==> src/sv/bfr_pkg.sv <==
// Shared types, constants and glyph table for the 5x7 text rasterizer.
package bfr_pkg;

    localparam int unsigned C_GLYPH_ROWS = 7;
    localparam int unsigned C_GLYPH_COLS = 5;
    localparam int unsigned C_GLYPH_BITS = C_GLYPH_ROWS * C_GLYPH_COLS;
    localparam int unsigned C_COORD_W    = 16;
    localparam int unsigned C_SCALE_W    = 5;
    localparam int unsigned C_OFS_W      = 8;
    localparam int unsigned C_COL_W      = 3;
    localparam int unsigned C_Q_DEPTH    = 2;
    localparam int unsigned C_Q_AW       = 1;
    localparam int unsigned C_Q_CW       = 2;

    localparam logic [C_SCALE_W-1:0] C_MAX_SCALE = 5'd16;
    localparam logic [C_SCALE_W-1:0] C_MIN_SCALE = 5'd1;
    localparam logic [C_COL_W-1:0]   C_LAST_COL  = 3'd4;

    typedef logic [C_GLYPH_BITS-1:0] t_glyph;
    typedef logic signed [C_COORD_W-1:0] t_coord;

    typedef struct packed {
        logic [7:0] char_code;
        logic       string_start;
        t_coord     origin_x;
        t_coord     origin_y;
    } t_in_item;

    typedef struct packed {
        t_coord               rect_x;
        t_coord               rect_y;
        logic [C_SCALE_W-1:0] rect_size;
        logic                 last_dot;
    } t_out_item;

    typedef struct packed {
        t_glyph               bits;
        t_coord               base_x;
        t_coord               base_y;
        logic [C_SCALE_W-1:0] scale;
    } t_cmd;

    function automatic t_coord sat16(input logic signed [C_COORD_W:0] v);
        t_coord r;
        if (v[C_COORD_W] != v[C_COORD_W-1]) begin
            r = v[C_COORD_W] ? {1'b1, {(C_COORD_W-1){1'b0}}} : {1'b0, {(C_COORD_W-1){1'b1}}};
        end else begin
            r = v[C_COORD_W-1:0];
        end
        return r;
    endfunction

    function automatic t_coord add_ofs(input t_coord base, input logic [C_OFS_W-1:0] ofs);
        logic signed [C_COORD_W:0] s;
        s = (C_COORD_W+1)'(base) + (C_COORD_W+1)'(signed'({1'b0, ofs}));
        return sat16(s);
    endfunction

    // Rows top to bottom, leftmost column in the high bit of each row.
    function automatic t_glyph glyph_bits(input logic [7:0] code);
        logic [7:0] c;
        t_glyph     g;
        c = code;
        if (code >= 8'h61 && code <= 8'h7A) begin
            c = code - 8'h20;
        end
        case (c)
            8'h41: g = {5'h0E,5'h11,5'h11,5'h1F,5'h11,5'h11,5'h11};
            8'h42: g = {5'h1E,5'h11,5'h11,5'h1E,5'h11,5'h11,5'h1E};
            8'h43: g = {5'h0E,5'h11,5'h10,5'h10,5'h10,5'h11,5'h0E};
            8'h44: g = {5'h1E,5'h11,5'h11,5'h11,5'h11,5'h11,5'h1E};
            8'h45: g = {5'h1F,5'h10,5'h10,5'h1E,5'h10,5'h10,5'h1F};
            8'h46: g = {5'h1F,5'h10,5'h10,5'h1E,5'h10,5'h10,5'h10};
            8'h47: g = {5'h0E,5'h11,5'h10,5'h17,5'h11,5'h11,5'h0F};
            8'h48: g = {5'h11,5'h11,5'h11,5'h1F,5'h11,5'h11,5'h11};
            8'h49: g = {5'h0E,5'h04,5'h04,5'h04,5'h04,5'h04,5'h0E};
            8'h4A: g = {5'h07,5'h02,5'h02,5'h02,5'h12,5'h12,5'h0C};
            8'h4B: g = {5'h11,5'h12,5'h14,5'h18,5'h14,5'h12,5'h11};
            8'h4C: g = {5'h10,5'h10,5'h10,5'h10,5'h10,5'h10,5'h1F};
            8'h4D: g = {5'h11,5'h1B,5'h15,5'h15,5'h11,5'h11,5'h11};
            8'h4E: g = {5'h11,5'h19,5'h15,5'h13,5'h11,5'h11,5'h11};
            8'h4F: g = {5'h0E,5'h11,5'h11,5'h11,5'h11,5'h11,5'h0E};
            8'h50: g = {5'h1E,5'h11,5'h11,5'h1E,5'h10,5'h10,5'h10};
            8'h51: g = {5'h0E,5'h11,5'h11,5'h11,5'h15,5'h12,5'h0D};
            8'h52: g = {5'h1E,5'h11,5'h11,5'h1E,5'h14,5'h12,5'h11};
            8'h53: g = {5'h0F,5'h10,5'h10,5'h0E,5'h01,5'h01,5'h1E};
            8'h54: g = {5'h1F,5'h04,5'h04,5'h04,5'h04,5'h04,5'h04};
            8'h55: g = {5'h11,5'h11,5'h11,5'h11,5'h11,5'h11,5'h0E};
            8'h56: g = {5'h11,5'h11,5'h11,5'h11,5'h11,5'h0A,5'h04};
            8'h57: g = {5'h11,5'h11,5'h11,5'h15,5'h15,5'h15,5'h0A};
            8'h58: g = {5'h11,5'h11,5'h0A,5'h04,5'h0A,5'h11,5'h11};
            8'h59: g = {5'h11,5'h11,5'h0A,5'h04,5'h04,5'h04,5'h04};
            8'h5A: g = {5'h1F,5'h01,5'h02,5'h04,5'h08,5'h10,5'h1F};
            8'h30: g = {5'h0E,5'h11,5'h13,5'h15,5'h19,5'h11,5'h0E};
            8'h31: g = {5'h04,5'h0C,5'h04,5'h04,5'h04,5'h04,5'h0E};
            8'h32: g = {5'h0E,5'h11,5'h01,5'h02,5'h04,5'h08,5'h1F};
            8'h33: g = {5'h1E,5'h01,5'h01,5'h0E,5'h01,5'h01,5'h1E};
            8'h34: g = {5'h02,5'h06,5'h0A,5'h12,5'h1F,5'h02,5'h02};
            8'h35: g = {5'h1F,5'h10,5'h10,5'h1E,5'h01,5'h01,5'h1E};
            8'h36: g = {5'h0E,5'h10,5'h10,5'h1E,5'h11,5'h11,5'h0E};
            8'h37: g = {5'h1F,5'h01,5'h02,5'h04,5'h08,5'h08,5'h08};
            8'h38: g = {5'h0E,5'h11,5'h11,5'h0E,5'h11,5'h11,5'h0E};
            8'h39: g = {5'h0E,5'h11,5'h11,5'h0F,5'h01,5'h01,5'h0E};
            8'h3A: g = {5'h00,5'h04,5'h04,5'h00,5'h04,5'h04,5'h00};
            8'h2E: g = {5'h00,5'h00,5'h00,5'h00,5'h00,5'h0C,5'h0C};
            8'h2D: g = {5'h00,5'h00,5'h00,5'h1F,5'h00,5'h00,5'h00};
            8'h2F: g = {5'h01,5'h01,5'h02,5'h04,5'h08,5'h10,5'h10};
            8'h3E: g = {5'h10,5'h08,5'h04,5'h02,5'h04,5'h08,5'h10};
            8'h3C: g = {5'h01,5'h02,5'h04,5'h08,5'h04,5'h02,5'h01};
            default: g = '0;
        endcase
        return g;
    endfunction

endpackage

==> src/sv/bitmap_font_text_rasterizer.sv <==
// Top level of the 5x7 bitmap font text rasterizer.
//
//  channel  | handshake                 | payload
//  ---------+---------------------------+-------------------------------
//  input    | push / full               | i_item   (t_in_item)
//  result   | pop / empty               | o_result (t_out_item)
//  config   | i_cfg_we (no wait)        | i_cfg_wdata (pixel scale)
//
// One character is accepted per cycle while the two-entry command queue has room.
// The scanner walks one glyph position per cycle, unless a waiting result is not
// popped, up to the last set dot; a queued character loads in the last dot's cycle,
// an idle scanner loads first. Blank characters and spaces take no scanner time.
// Reset is synchronous: scale 1, cursor and line at zero, queue and output empty.
// A low pop holds a waiting result register and the scanner; the queue then fills.
module bitmap_font_text_rasterizer import bfr_pkg::*; (
    input  logic                 i_clk,
    input  logic                 i_rst_n,
    input  logic                 i_cfg_we,
    input  logic [C_SCALE_W-1:0] i_cfg_wdata,
    input  logic                 push,
    output logic                 full,
    input  t_in_item             i_item,
    input  logic                 pop,
    output logic                 empty,
    output t_out_item            o_result
);

    logic q_push;
    logic q_full;
    logic q_pop;
    logic q_empty;
    t_cmd front_cmd;
    t_cmd head_cmd;

    bfr_front u_front (
        .i_clk       (i_clk),
        .i_rst_n     (i_rst_n),
        .i_cfg_we    (i_cfg_we),
        .i_cfg_wdata (i_cfg_wdata),
        .i_push      (push),
        .i_item      (i_item),
        .i_q_full    (q_full),
        .o_full      (full),
        .o_q_push    (q_push),
        .o_cmd       (front_cmd)
    );

    bfr_cmdq u_cmdq (
        .i_clk   (i_clk),
        .i_rst_n (i_rst_n),
        .i_push  (q_push),
        .i_cmd   (front_cmd),
        .o_full  (q_full),
        .i_pop   (q_pop),
        .o_empty (q_empty),
        .o_cmd   (head_cmd)
    );

    bfr_back u_back (
        .i_clk     (i_clk),
        .i_rst_n   (i_rst_n),
        .i_q_empty (q_empty),
        .i_cmd     (head_cmd),
        .o_q_pop   (q_pop),
        .empty     (empty),
        .pop       (pop),
        .o_result  (o_result)
    );

endmodule

==> src/sv/bfr_front.sv <==
// Front end: scale register, cursor tracking and glyph lookup into commands.
module bfr_front import bfr_pkg::*; (
    input  logic                 i_clk,
    input  logic                 i_rst_n,
    input  logic                 i_cfg_we,
    input  logic [C_SCALE_W-1:0] i_cfg_wdata,
    input  logic                 i_push,
    input  t_in_item             i_item,
    input  logic                 i_q_full,
    output logic                 o_full,
    output logic                 o_q_push,
    output t_cmd                 o_cmd
);

    logic [C_SCALE_W-1:0] r_scale;
    t_coord               r_cursor_x;
    t_coord               r_line_y;
    t_coord               n_cursor_x;
    t_coord               n_line_y;
    logic [C_SCALE_W-1:0] eff_scale;
    logic [C_OFS_W-1:0]   advance;
    t_glyph               bits;
    t_coord               base_x;
    t_coord               base_y;
    logic                 accept;

    always_comb begin
        if (r_scale < C_MIN_SCALE) begin
            eff_scale = C_MIN_SCALE;
        end else if (r_scale > C_MAX_SCALE) begin
            eff_scale = C_MAX_SCALE;
        end else begin
            eff_scale = r_scale;
        end
    end

    assign accept  = i_push && !i_q_full;
    assign base_x  = i_item.string_start ? i_item.origin_x : r_cursor_x;
    assign base_y  = i_item.string_start ? i_item.origin_y : r_line_y;
    assign advance = C_OFS_W'({eff_scale, 2'b00}) + C_OFS_W'({eff_scale, 1'b0});
    assign bits    = glyph_bits(i_item.char_code);

    always_comb begin
        n_cursor_x = r_cursor_x;
        n_line_y   = r_line_y;
        if (accept) begin
            n_cursor_x = add_ofs(base_x, advance);
            n_line_y   = base_y;
        end
    end

    always_ff @(posedge i_clk) begin
        if (!i_rst_n) begin
            r_scale    <= C_MIN_SCALE;
            r_cursor_x <= '0;
            r_line_y   <= '0;
        end else begin
            if (i_cfg_we) begin
                r_scale <= i_cfg_wdata;
            end
            r_cursor_x <= n_cursor_x;
            r_line_y   <= n_line_y;
        end
    end

    // drop blank glyphs here: they only move the cursor
    assign o_q_push     = accept && (bits != '0);
    assign o_full       = i_q_full;
    assign o_cmd.bits   = bits;
    assign o_cmd.base_x = base_x;
    assign o_cmd.base_y = base_y;
    assign o_cmd.scale  = eff_scale;

endmodule

==> src/sv/bfr_cmdq.sv <==
// Two-entry command queue between front end and dot scanner.
module bfr_cmdq import bfr_pkg::*; (
    input  logic i_clk,
    input  logic i_rst_n,
    input  logic i_push,
    input  t_cmd i_cmd,
    output logic o_full,
    input  logic i_pop,
    output logic o_empty,
    output t_cmd o_cmd
);

    t_cmd              r_mem [C_Q_DEPTH];
    logic [C_Q_AW-1:0] r_wp;
    logic [C_Q_AW-1:0] r_rp;
    logic [C_Q_CW-1:0] r_cnt;
    logic              do_push;
    logic              do_pop;

    assign o_full  = (r_cnt == C_Q_CW'(C_Q_DEPTH));
    assign o_empty = (r_cnt == '0);
    assign do_push = i_push && !o_full;
    assign do_pop  = i_pop && !o_empty;
    assign o_cmd   = r_mem[r_rp];

    always_ff @(posedge i_clk) begin
        if (do_push) begin
            r_mem[r_wp] <= i_cmd;
        end
    end

    always_ff @(posedge i_clk) begin
        if (!i_rst_n) begin
            r_wp  <= '0;
            r_rp  <= '0;
            r_cnt <= '0;
        end else begin
            if (do_push) begin
                r_wp <= r_wp + 1'b1;
            end
            if (do_pop) begin
                r_rp <= r_rp + 1'b1;
            end
            case ({do_push, do_pop})
                2'b10:   r_cnt <= r_cnt + 1'b1;
                2'b01:   r_cnt <= r_cnt - 1'b1;
                default: r_cnt <= r_cnt;
            endcase
        end
    end

endmodule

==> src/sv/bfr_back.sv <==
// Back end: scans the glyph bitmap and emits one dot rectangle per set bit.
module bfr_back import bfr_pkg::*; (
    input  logic      i_clk,
    input  logic      i_rst_n,
    input  logic      i_q_empty,
    input  t_cmd      i_cmd,
    output logic      o_q_pop,
    output logic      empty,
    input  logic      pop,
    output t_out_item o_result
);

    logic                 r_busy;
    t_glyph               r_bits;
    t_coord               r_base_x;
    t_coord               r_base_y;
    logic [C_SCALE_W-1:0] r_scale;
    logic [C_COL_W-1:0]   r_col;
    logic [C_OFS_W-1:0]   r_dx;
    logic [C_OFS_W-1:0]   r_dy;
    logic                 r_ov;
    t_out_item            r_out;
    logic                 adv;
    logic                 rest_zero;
    logic                 emit;
    logic                 load;
    logic [C_OFS_W-1:0]   scale_ext;

    assign scale_ext = C_OFS_W'(r_scale);
    assign adv       = r_busy && (!r_ov || pop);
    assign rest_zero = (r_bits[C_GLYPH_BITS-2:0] == '0);
    assign emit      = adv && r_bits[C_GLYPH_BITS-1];
    assign load      = !i_q_empty && (!r_busy || (adv && rest_zero));
    assign o_q_pop   = load;

    always_ff @(posedge i_clk) begin
        if (load) begin
            r_bits   <= i_cmd.bits;
            r_base_x <= i_cmd.base_x;
            r_base_y <= i_cmd.base_y;
            r_scale  <= i_cmd.scale;
            r_col    <= '0;
            r_dx     <= '0;
            r_dy     <= '0;
        end else if (adv) begin
            r_bits <= {r_bits[C_GLYPH_BITS-2:0], 1'b0};
            if (r_col == C_LAST_COL) begin
                r_col <= '0;
                r_dx  <= '0;
                r_dy  <= r_dy + scale_ext;
            end else begin
                r_col <= r_col + 1'b1;
                r_dx  <= r_dx + scale_ext;
            end
        end
        if (emit) begin
            r_out.rect_x    <= add_ofs(r_base_x, r_dx);
            r_out.rect_y    <= add_ofs(r_base_y, r_dy);
            r_out.rect_size <= r_scale;
            r_out.last_dot  <= rest_zero;
        end
    end

    always_ff @(posedge i_clk) begin
        if (!i_rst_n) begin
            r_busy <= 1'b0;
            r_ov   <= 1'b0;
        end else begin
            if (load) begin
                r_busy <= 1'b1;
            end else if (adv && rest_zero) begin
                r_busy <= 1'b0;
            end
            if (emit) begin
                r_ov <= 1'b1;
            end else if (pop) begin
                r_ov <= 1'b0;
            end
        end
    end

    assign empty    = !r_ov;
    assign o_result = r_out;

endmodule

==> config.mk <==
export PLATFORM = sky130hd
export DESIGN_NAME = bitmap_font_text_rasterizer
export DESIGN_NICKNAME = d
export VERILOG_FILES = /design/src/sv/bfr_pkg.sv /design/src/sv/bitmap_font_text_rasterizer.sv /design/src/sv/bfr_front.sv /design/src/sv/bfr_cmdq.sv /design/src/sv/bfr_back.sv
export SDC_FILE = /design/constraint.sdc
export NUM_CORES = 1
export LEC_CHECK = 0
export BUFFER_PORTS_ARGS = -buffer_cell sky130_fd_sc_hd__buf_4
export CAP_MARGIN = 40
export CORE_ASPECT_RATIO = 1.5
export CORE_MARGIN = 2
export CORE_UTILIZATION = 35
export DETAILED_ROUTE_END_ITERATION = 6
export PLACE_DENSITY = 0.47
export SLEW_MARGIN = 0
export SYNTH_ARGS = -nofsm -noshare
export SYNTH_HDL_FRONTEND = slang
export SYNTH_MEMORY_MAX_BITS = 65536
export SYNTH_SLANG_ARGS = --single-unit
export TNS_END_PERCENT = 30
==> constraint.sdc <==
create_clock -name i_clk -period 24.2 [get_ports i_clk]
set_clock_uncertainty 0.05 [all_clocks]
set_input_delay 7.26 -clock i_clk [delete_from_list [all_inputs] [get_ports i_clk]]
set_output_delay 7.26 -clock i_clk [all_outputs]
set_load 0.01 [all_outputs]
==> results.toml, run 1 <==
[outcome]
status = "finished, final reports clean"

[drt]
dr_total_vias = 11240
wl_um = 43380
final_antenna_net_count = 0
drc = 0
routed_via_density = 5.351
dr.first_iter.drc_count = 634
drt_first_pass_iters = 5
wire_per_inst_um = 20.65

[clocking]
h-tree-depth = 1
clk_pin_slew_ns = 0.07
ctsHoldBuffers = 0
numCtsBuffers = 30
cts_tree = "done"
cts.sinks = 317
cts-resized-gates = 0
cts_setup_buffers = 0
clockRootBuffer = "clkbuf_16"
clk_latency_ns = 0.56
clk_path_buf_depth = 3

[logic_synthesis]
syn-num-nets = 1535
synth_ff_type = "edfxtp_1"
async_reset_ff_share_pct = 0
synth_top_family_by_area = "compound AO/OA/AOI/OAI gates"
syn_area_mm2 = 0.01608
ys_seq_elements = 317
synth_compound_area_share_pct = 14.44
yosys_warnings = 0
synthAdderAreaFrac_pct = 4.714
synthesis.instances = 1427
synthMuxAreaShare_pct = 7.826
synth_edf_count = 254
synth-simple-area-share_pct = 11.81
synth_xor_area_share_pct = 2.832
postSynthAreaPerCell_um2 = 11.27
yosysUniqueCellTypes = 75
yosysSeqAreaShare_pct = 55.26

[critical_path]
required_ns = 24.63
cp_max_fo = 20
crit_type = "input pin to register"
cp.arrival_ns = 12.16
crit_path_end_kind = "register"
start_kind = "input pin"

[sta]
hold_viol_final = 0
finalCritPeriodShare_pct = 48.48
setup_viol_count_final = 0
relSlewSlack_pct = 31.30
setup_tns_ns = 0
holdWs_ns = 0.4115
maxSlewViolCount = 0
rsz0062_at_grt = "no"
tightest_slew_ns = 1.022
min_period_ns = 11.73
fmax_mhz = 85.23

[floorplanning]
ios = 91
row_count = 96
dieArea_mm2 = 0.04772
die_width_um = 179.0
start_util_pct = 35.33
core_mm2 = 0.04552
die_y_um = 266.6

[placed_design]
gp_congestion = 0.9269
io_buffers = 90
dp_hpwl_um = 32250
dp.cells = 2045

[finish]
drive_gt1_share_pct = 16.46
syn_to_final_growth_pct = 14.97
n_antenna_cell = 0
final_nets = 1597
fillers = 4407
stdcell_count = 2101

[grt]
grt_usage_pct = 18.11
overflow = 0
grt_pass1_vias = 11190
grt_max_degree = 74
grt_first_pass_wirelength_um = 65630
antenna_found_initial = 0

[pwr]
power_mw = 1.923
irDropWorstVdd_v = 0.00004725
seqPwrFrac_pct = 45.9
p_int_mw = 1.323
switchingPower_uw = 600.1
p_comb_share_pct = 27.1
switching_share_pct = 31.20
leakage_nw = 6.777
power.density_mw_per_mm2 = 104.0
power.share.clock_pct = 27.0

[worst_hold_path]
min-delay-path-class = "register to register"

[job]
maxCapViolations = 0
cell families (layout without fill, tap and decap cells):
logic type	count (synthesis)	in the layout
AO/OA/AOI/OAI	357	357
adder cells (fa/ha/maj)	57	57
flip-flops	317	317
buffers and inverters	126	212
AND/OR/NAND/NOR	402	402
multiplexers	116	116
XOR/XNOR	52	52
area by class of cell:
class | count | area, µm² | area share [%]
Clock inverter | 23 | 297.8 | 1.610
Clock buffer | 33 | 803.3 | 4.344
Timing Repair Buffer | 108 | 870.8 | 4.709
Multi-Input combinational cell | 984 | 6710 | 36.29
Tap cell | 588 | 735.7 | 3.978
Sequential cell | 317 | 8892 | 48.09
Inverter | 48 | 182.7 | 0.9878
sequential cells by signal, indices dropped and copies added (netlist names), 2 cells and up, named ones only:
register,flops
u_cmdq.r_cnt,2
u_front.r_scale,5
u_back.r_scale,5
u_back.r_col,3
u_back.r_base_y,16
u_back.r_dx,8
u_front.r_line_y,16
u_back.r_base_x,16
u_back.r_bits,35
u_back.o_result,38
u_front.r_cursor_x,16
u_cmdq.r_mem,144
u_back.r_dy,8
stage by stage:
step	instance area (µm²)	util (%)	worst slack (ns)
after floorplan	16080	-	11.01
after global placement	17280	37.96	11.70
after detailed placement	17390	38.20	11.91
after CTS	18490	40.62	12.51
after global routing	18490	40.62	12.24
final	18490	40.62	12.47
placed cells by master, fill, tap and decap left out, types with 12 or more instances in the layout:
cell type / Yosys / routed
buf_4: 0 / 105
nand3_1: 26 / 26
and2_1: 13 / 12
mux2i_1: 47 / 47
nor2_1: 115 / 113
o211ai_1: 14 / 14
nand2b_1: 26 / 26
a21oi_1: 103 / 103
inv_1: 46 / 46
dfxtp_1: 63 / 62
xnor2_1: 24 / 24
xor2_1: 28 / 28
nor2b_1: 25 / 25
edfxtp_1: 254 / 254
clkbuf_16: 0 / 31
mux2_2: 68 / 68
a21boi_0: 28 / 28
o21ai_0: 73 / 73
nand2_1: 128 / 128
a21o_1: 19 / 19
ha_1: 51 / 51
nor3_1: 18 / 18
cells in the mapped netlist (all sizes together) (6+ instances only):
cell	instances	area [µm²]
edfxtp	254	7627
nand2	129	486.7
nor2	115	431.7
a21oi	103	515.5
o21ai	75	375.4
mux2	68	765.7
dfxtp	63	1261
clkbuf	58	217.7
ha	51	638.1
inv	47	176.4
mux2i	47	470.5
a21boi	28	210.2
xor2	28	245.2
nand2b	26	162.7
nand3	26	130.1
nor2b	25	156.4
xnor2	24	210.2
buf	20	103.8
a21o	19	142.6
nor3	18	90.09
o211ai	14	105.1
and2	13	81.33
a211oi	11	82.58
a31oi	11	83.83
o22ai	10	62.56
o31ai	10	80.07
nand4	9	56.30
nor4	9	56.30
o21a	9	67.56
a22oi	8	60.06
a311oi	8	70.07
o32ai	8	70.07
fa	6	120.1
o221ai	6	52.55
per-layer routing:
layer	global-route usage, %	wire length, µm	vias up
li1	-	-	5412
met4	10.35	2767	0
met5	0	0	-
met1	18.63	15480	5404
met3	1.852	1564	131
met2	34.81	23570	296
path summary, 6_finish.rpt:
kind                            start                endpoint  slack [ns]  depth (start not counted)
setup / recovery           i_item[33]         u_cmdq.r_cnt[1]       12.47                         14
hold reg to reg   u_front.r_line_y[1]     u_front.r_line_y[1]        0.41                          2
hold / removal    u_front.r_line_y[1]     u_front.r_line_y[1]        0.41                          2
setup reg to reg   u_front.r_scale[4]  u_front.r_cursor_x[14]       19.75                         17
worst max-delay path: stages:
cell and delay, ns:
buf_4 0.18, inv_1 0.21, ha_1 0.48, nand2b_1 0.26
a21oi_1 0.19, o31ai_1 0.90, nor4_1 0.17, o21a_1 0.26
a2111oi_0 0.62, nand4_1 0.27, o21ai_1 0.44, ha_1 0.36
or3_1 0.37, a21boi_0 0.19
power by group through the flow:
stage,Clock (mW),Sequential [mW],Combinational (mW)
3_3_place_gp,0,0.896,0.515
3_5_place_dp,0,0.899,0.529
4_1_cts,0.536,0.888,0.531
2_1_floorplan,0,0.869,0.373
6_report,0.520,0.883,0.521
5_1_grt,0.554,0.902,0.586
Power figures use the tool's default switching activity.
==> inputs of run 2 (changes only) <==
==> constraint.sdc (replaced) <==
create_clock -name i_clk -period 11.83 [get_ports i_clk]
set_clock_uncertainty 0.05 [all_clocks]
set_input_delay 3.549 -clock i_clk [delete_from_list [all_inputs] [get_ports i_clk]]
set_output_delay 3.549 -clock i_clk [all_outputs]
set_load 0.01 [all_outputs]
==> run 2 against run 1 <==
Compared with the run above: count of clock-buffer cells in the layout rose by 8; clock power rose by 77%; sequential share of layout area rose by 0.63 points; register-to-register slack got worse by 12 ns; routed wire length barely moved; worst setup slack got worse by 8.9 ns; core utilization fell by 0.52 points; non-clock buffer count fell by 1; via count fell by 0.56%; total power rose by 96%; critical path depth fell by 1.
==> results.toml, run 2 (same netlist as run 1, synthesis figures left out) <==
[pwr]
switching_share_pct = 31.94
leakage_nw = 6.657
power.share.clock_pct = 24.4
p_int_mw = 2.572
power.density_mw_per_mm2 = 207.0
irDropWorstVdd_v = 0.00009735
p_comb_share_pct = 27.9
seqPwrFrac_pct = 47.7
switchingPower_mw = 1.207

[placed_design]
io_buffers = 90
pre_cts_slack_ns = 3.068
dp.cells = 2043
place_area_mm2 = 0.01732
dp_hpwl_um = 32240
gp_congestion = 0.9349

[finish]
final_common_cell = "edfxtp_1"
final_nets = 1595
syn_to_final_growth_pct = 13.50
final_cell_mix = "254 x edfxtp_1, 128 x nand2_1, 113 x nor2_1, 104 x buf_4, 103 x a21oi_1"
largest_register_ffs = 144
final_core_util_pct = 40.10
fillers = 4426
fin_area_mm2 = 0.01826
drive_gt1_share_pct = 15.83
n_antenna_cell = 0
top_register = "u_cmdq.r_mem"
stdcell_count = 2098

[floorplanning]
start_util_pct = 35.33
ios = 91
die_y_um = 266.6
dieArea_mm2 = 0.04772
core_mm2 = 0.04552
row_count = 96
die_width_um = 179.0

[grt]
grt_usage_pct = 18.24
grt_first_pass_wirelength_um = 66030
grt_max_degree = 74
antenna_found_initial = 0
overflow = 0
grt_pass1_vias = 11300

[clocking]
h-tree-depth = 1
clk_latency_ns = 0.56
numCtsBuffers = 29
clk_pin_slew_ns = 0.06
clockRootBuffer = "clkbuf_16"
cts-resized-gates = 0
clk_path_buf_depth = 3
cts.sinks = 317
cts_tree = "done"
cts_setup_buffers = 0
ctsHoldBuffers = 0

[drt]
drc = 0
final_antenna_net_count = 0
routed_via_density = 5.329
drt_first_pass_iters = 6
dr_total_vias = 11180
dr.first_iter.drc_count = 553
wl_um = 43380
wire_per_inst_um = 20.68

[critical_path]
start_kind = "input pin"
cp_max_fo = 53
required_ns = 11.95
crit_path_end_kind = "register"
cp.arrival_ns = 8.35
crit_type = "input pin to register"

[sta]
layout_setup_ws_ns = 3.602
min_period_ns = 8.228
rsz0062_at_grt = "no"
setup_viol_count_final = 0
setup_tns_ns = 0
maxSlewViolCount = 0
relSlewSlack_pct = 40.26
hold_viol_final = 0
tightest_slew_ns = 0.8921
fmax_mhz = 121.5
finalCritPeriodShare_pct = 69.55

[job]
maxCapViolations = 0

[outcome]
status = "finished, final reports clean"

[worst_hold_path]
min-delay-path-class = "register to register"
run 2: layer usage:
layer	share of wire, %	GRT usage, %	vias up
met5	0	0	-
met4	5.0	8.504	0
met3	3.7	1.937	116
met2	56	35.99	308
met1	36	18.72	5359
li1	-	-	5397
run 2: power groups by stage:
stage	Sequential [mW]	Clock, mW	Combinational, mW
after floorplan	1.78	0	0.763
after global placement	1.83	0	1.06
after detailed placement	1.83	0	1.07
after CTS	1.81	0.954	1.08
after global routing	1.84	0.992	1.19
final	1.80	0.921	1.06
run 2: through the flow:
stage	power (mW)	hold slack, ns
CTS	3.843	0.4153
finish	3.779	0.4084
detailed placement	2.906	0.4064
floorplan	2.540	0.3885
global route	4.021	0.4340
global placement	2.890	0.3987
run 2: layout make-up:
| type | count | area [µm²] | area share [%] |
|---|---|---|---|
| inverter | 48 | 182.7 | 1.001 |
| tap | 588 | 735.7 | 4.030 |
| clock buffer | 41 | 800.8 | 4.387 |
| timing repair buffer | 107 | 805.8 | 4.414 |
| clock inverter | 13 | 127.6 | 0.6991 |
| sequential | 317 | 8892 | 48.71 |
| multi-input combinational | 984 | 6710 | 36.76 |
run 2: critical path, stage by stage:
cell and delay [ns]:
buf_4 0.19, inv_1 0.21, ha_1 0.45, or4b_4 0.52, nor2_1 0.40, o31a_1 0.55
nand2_1 0.27, o31ai_1 0.39, nand2b_1 0.16, or4_4 0.13, o21ai_1 0.17, nor2_4 0.54
buf_4 0.71
run 2: path summary, 6_finish.rpt:
check / start / to / slack, ns / cells after the start
setup / recovery: i_item[33] / u_cmdq.r_mem[1][28] / 3.60 / 13
hold / removal: u_front.r_line_y[1] / u_front.r_line_y[1] / 0.41 / 2
setup reg to reg: u_front.r_scale[4] / u_front.r_cursor_x[14] / 7.33 / 16
hold reg to reg: u_front.r_line_y[1] / u_front.r_line_y[1] / 0.41 / 2
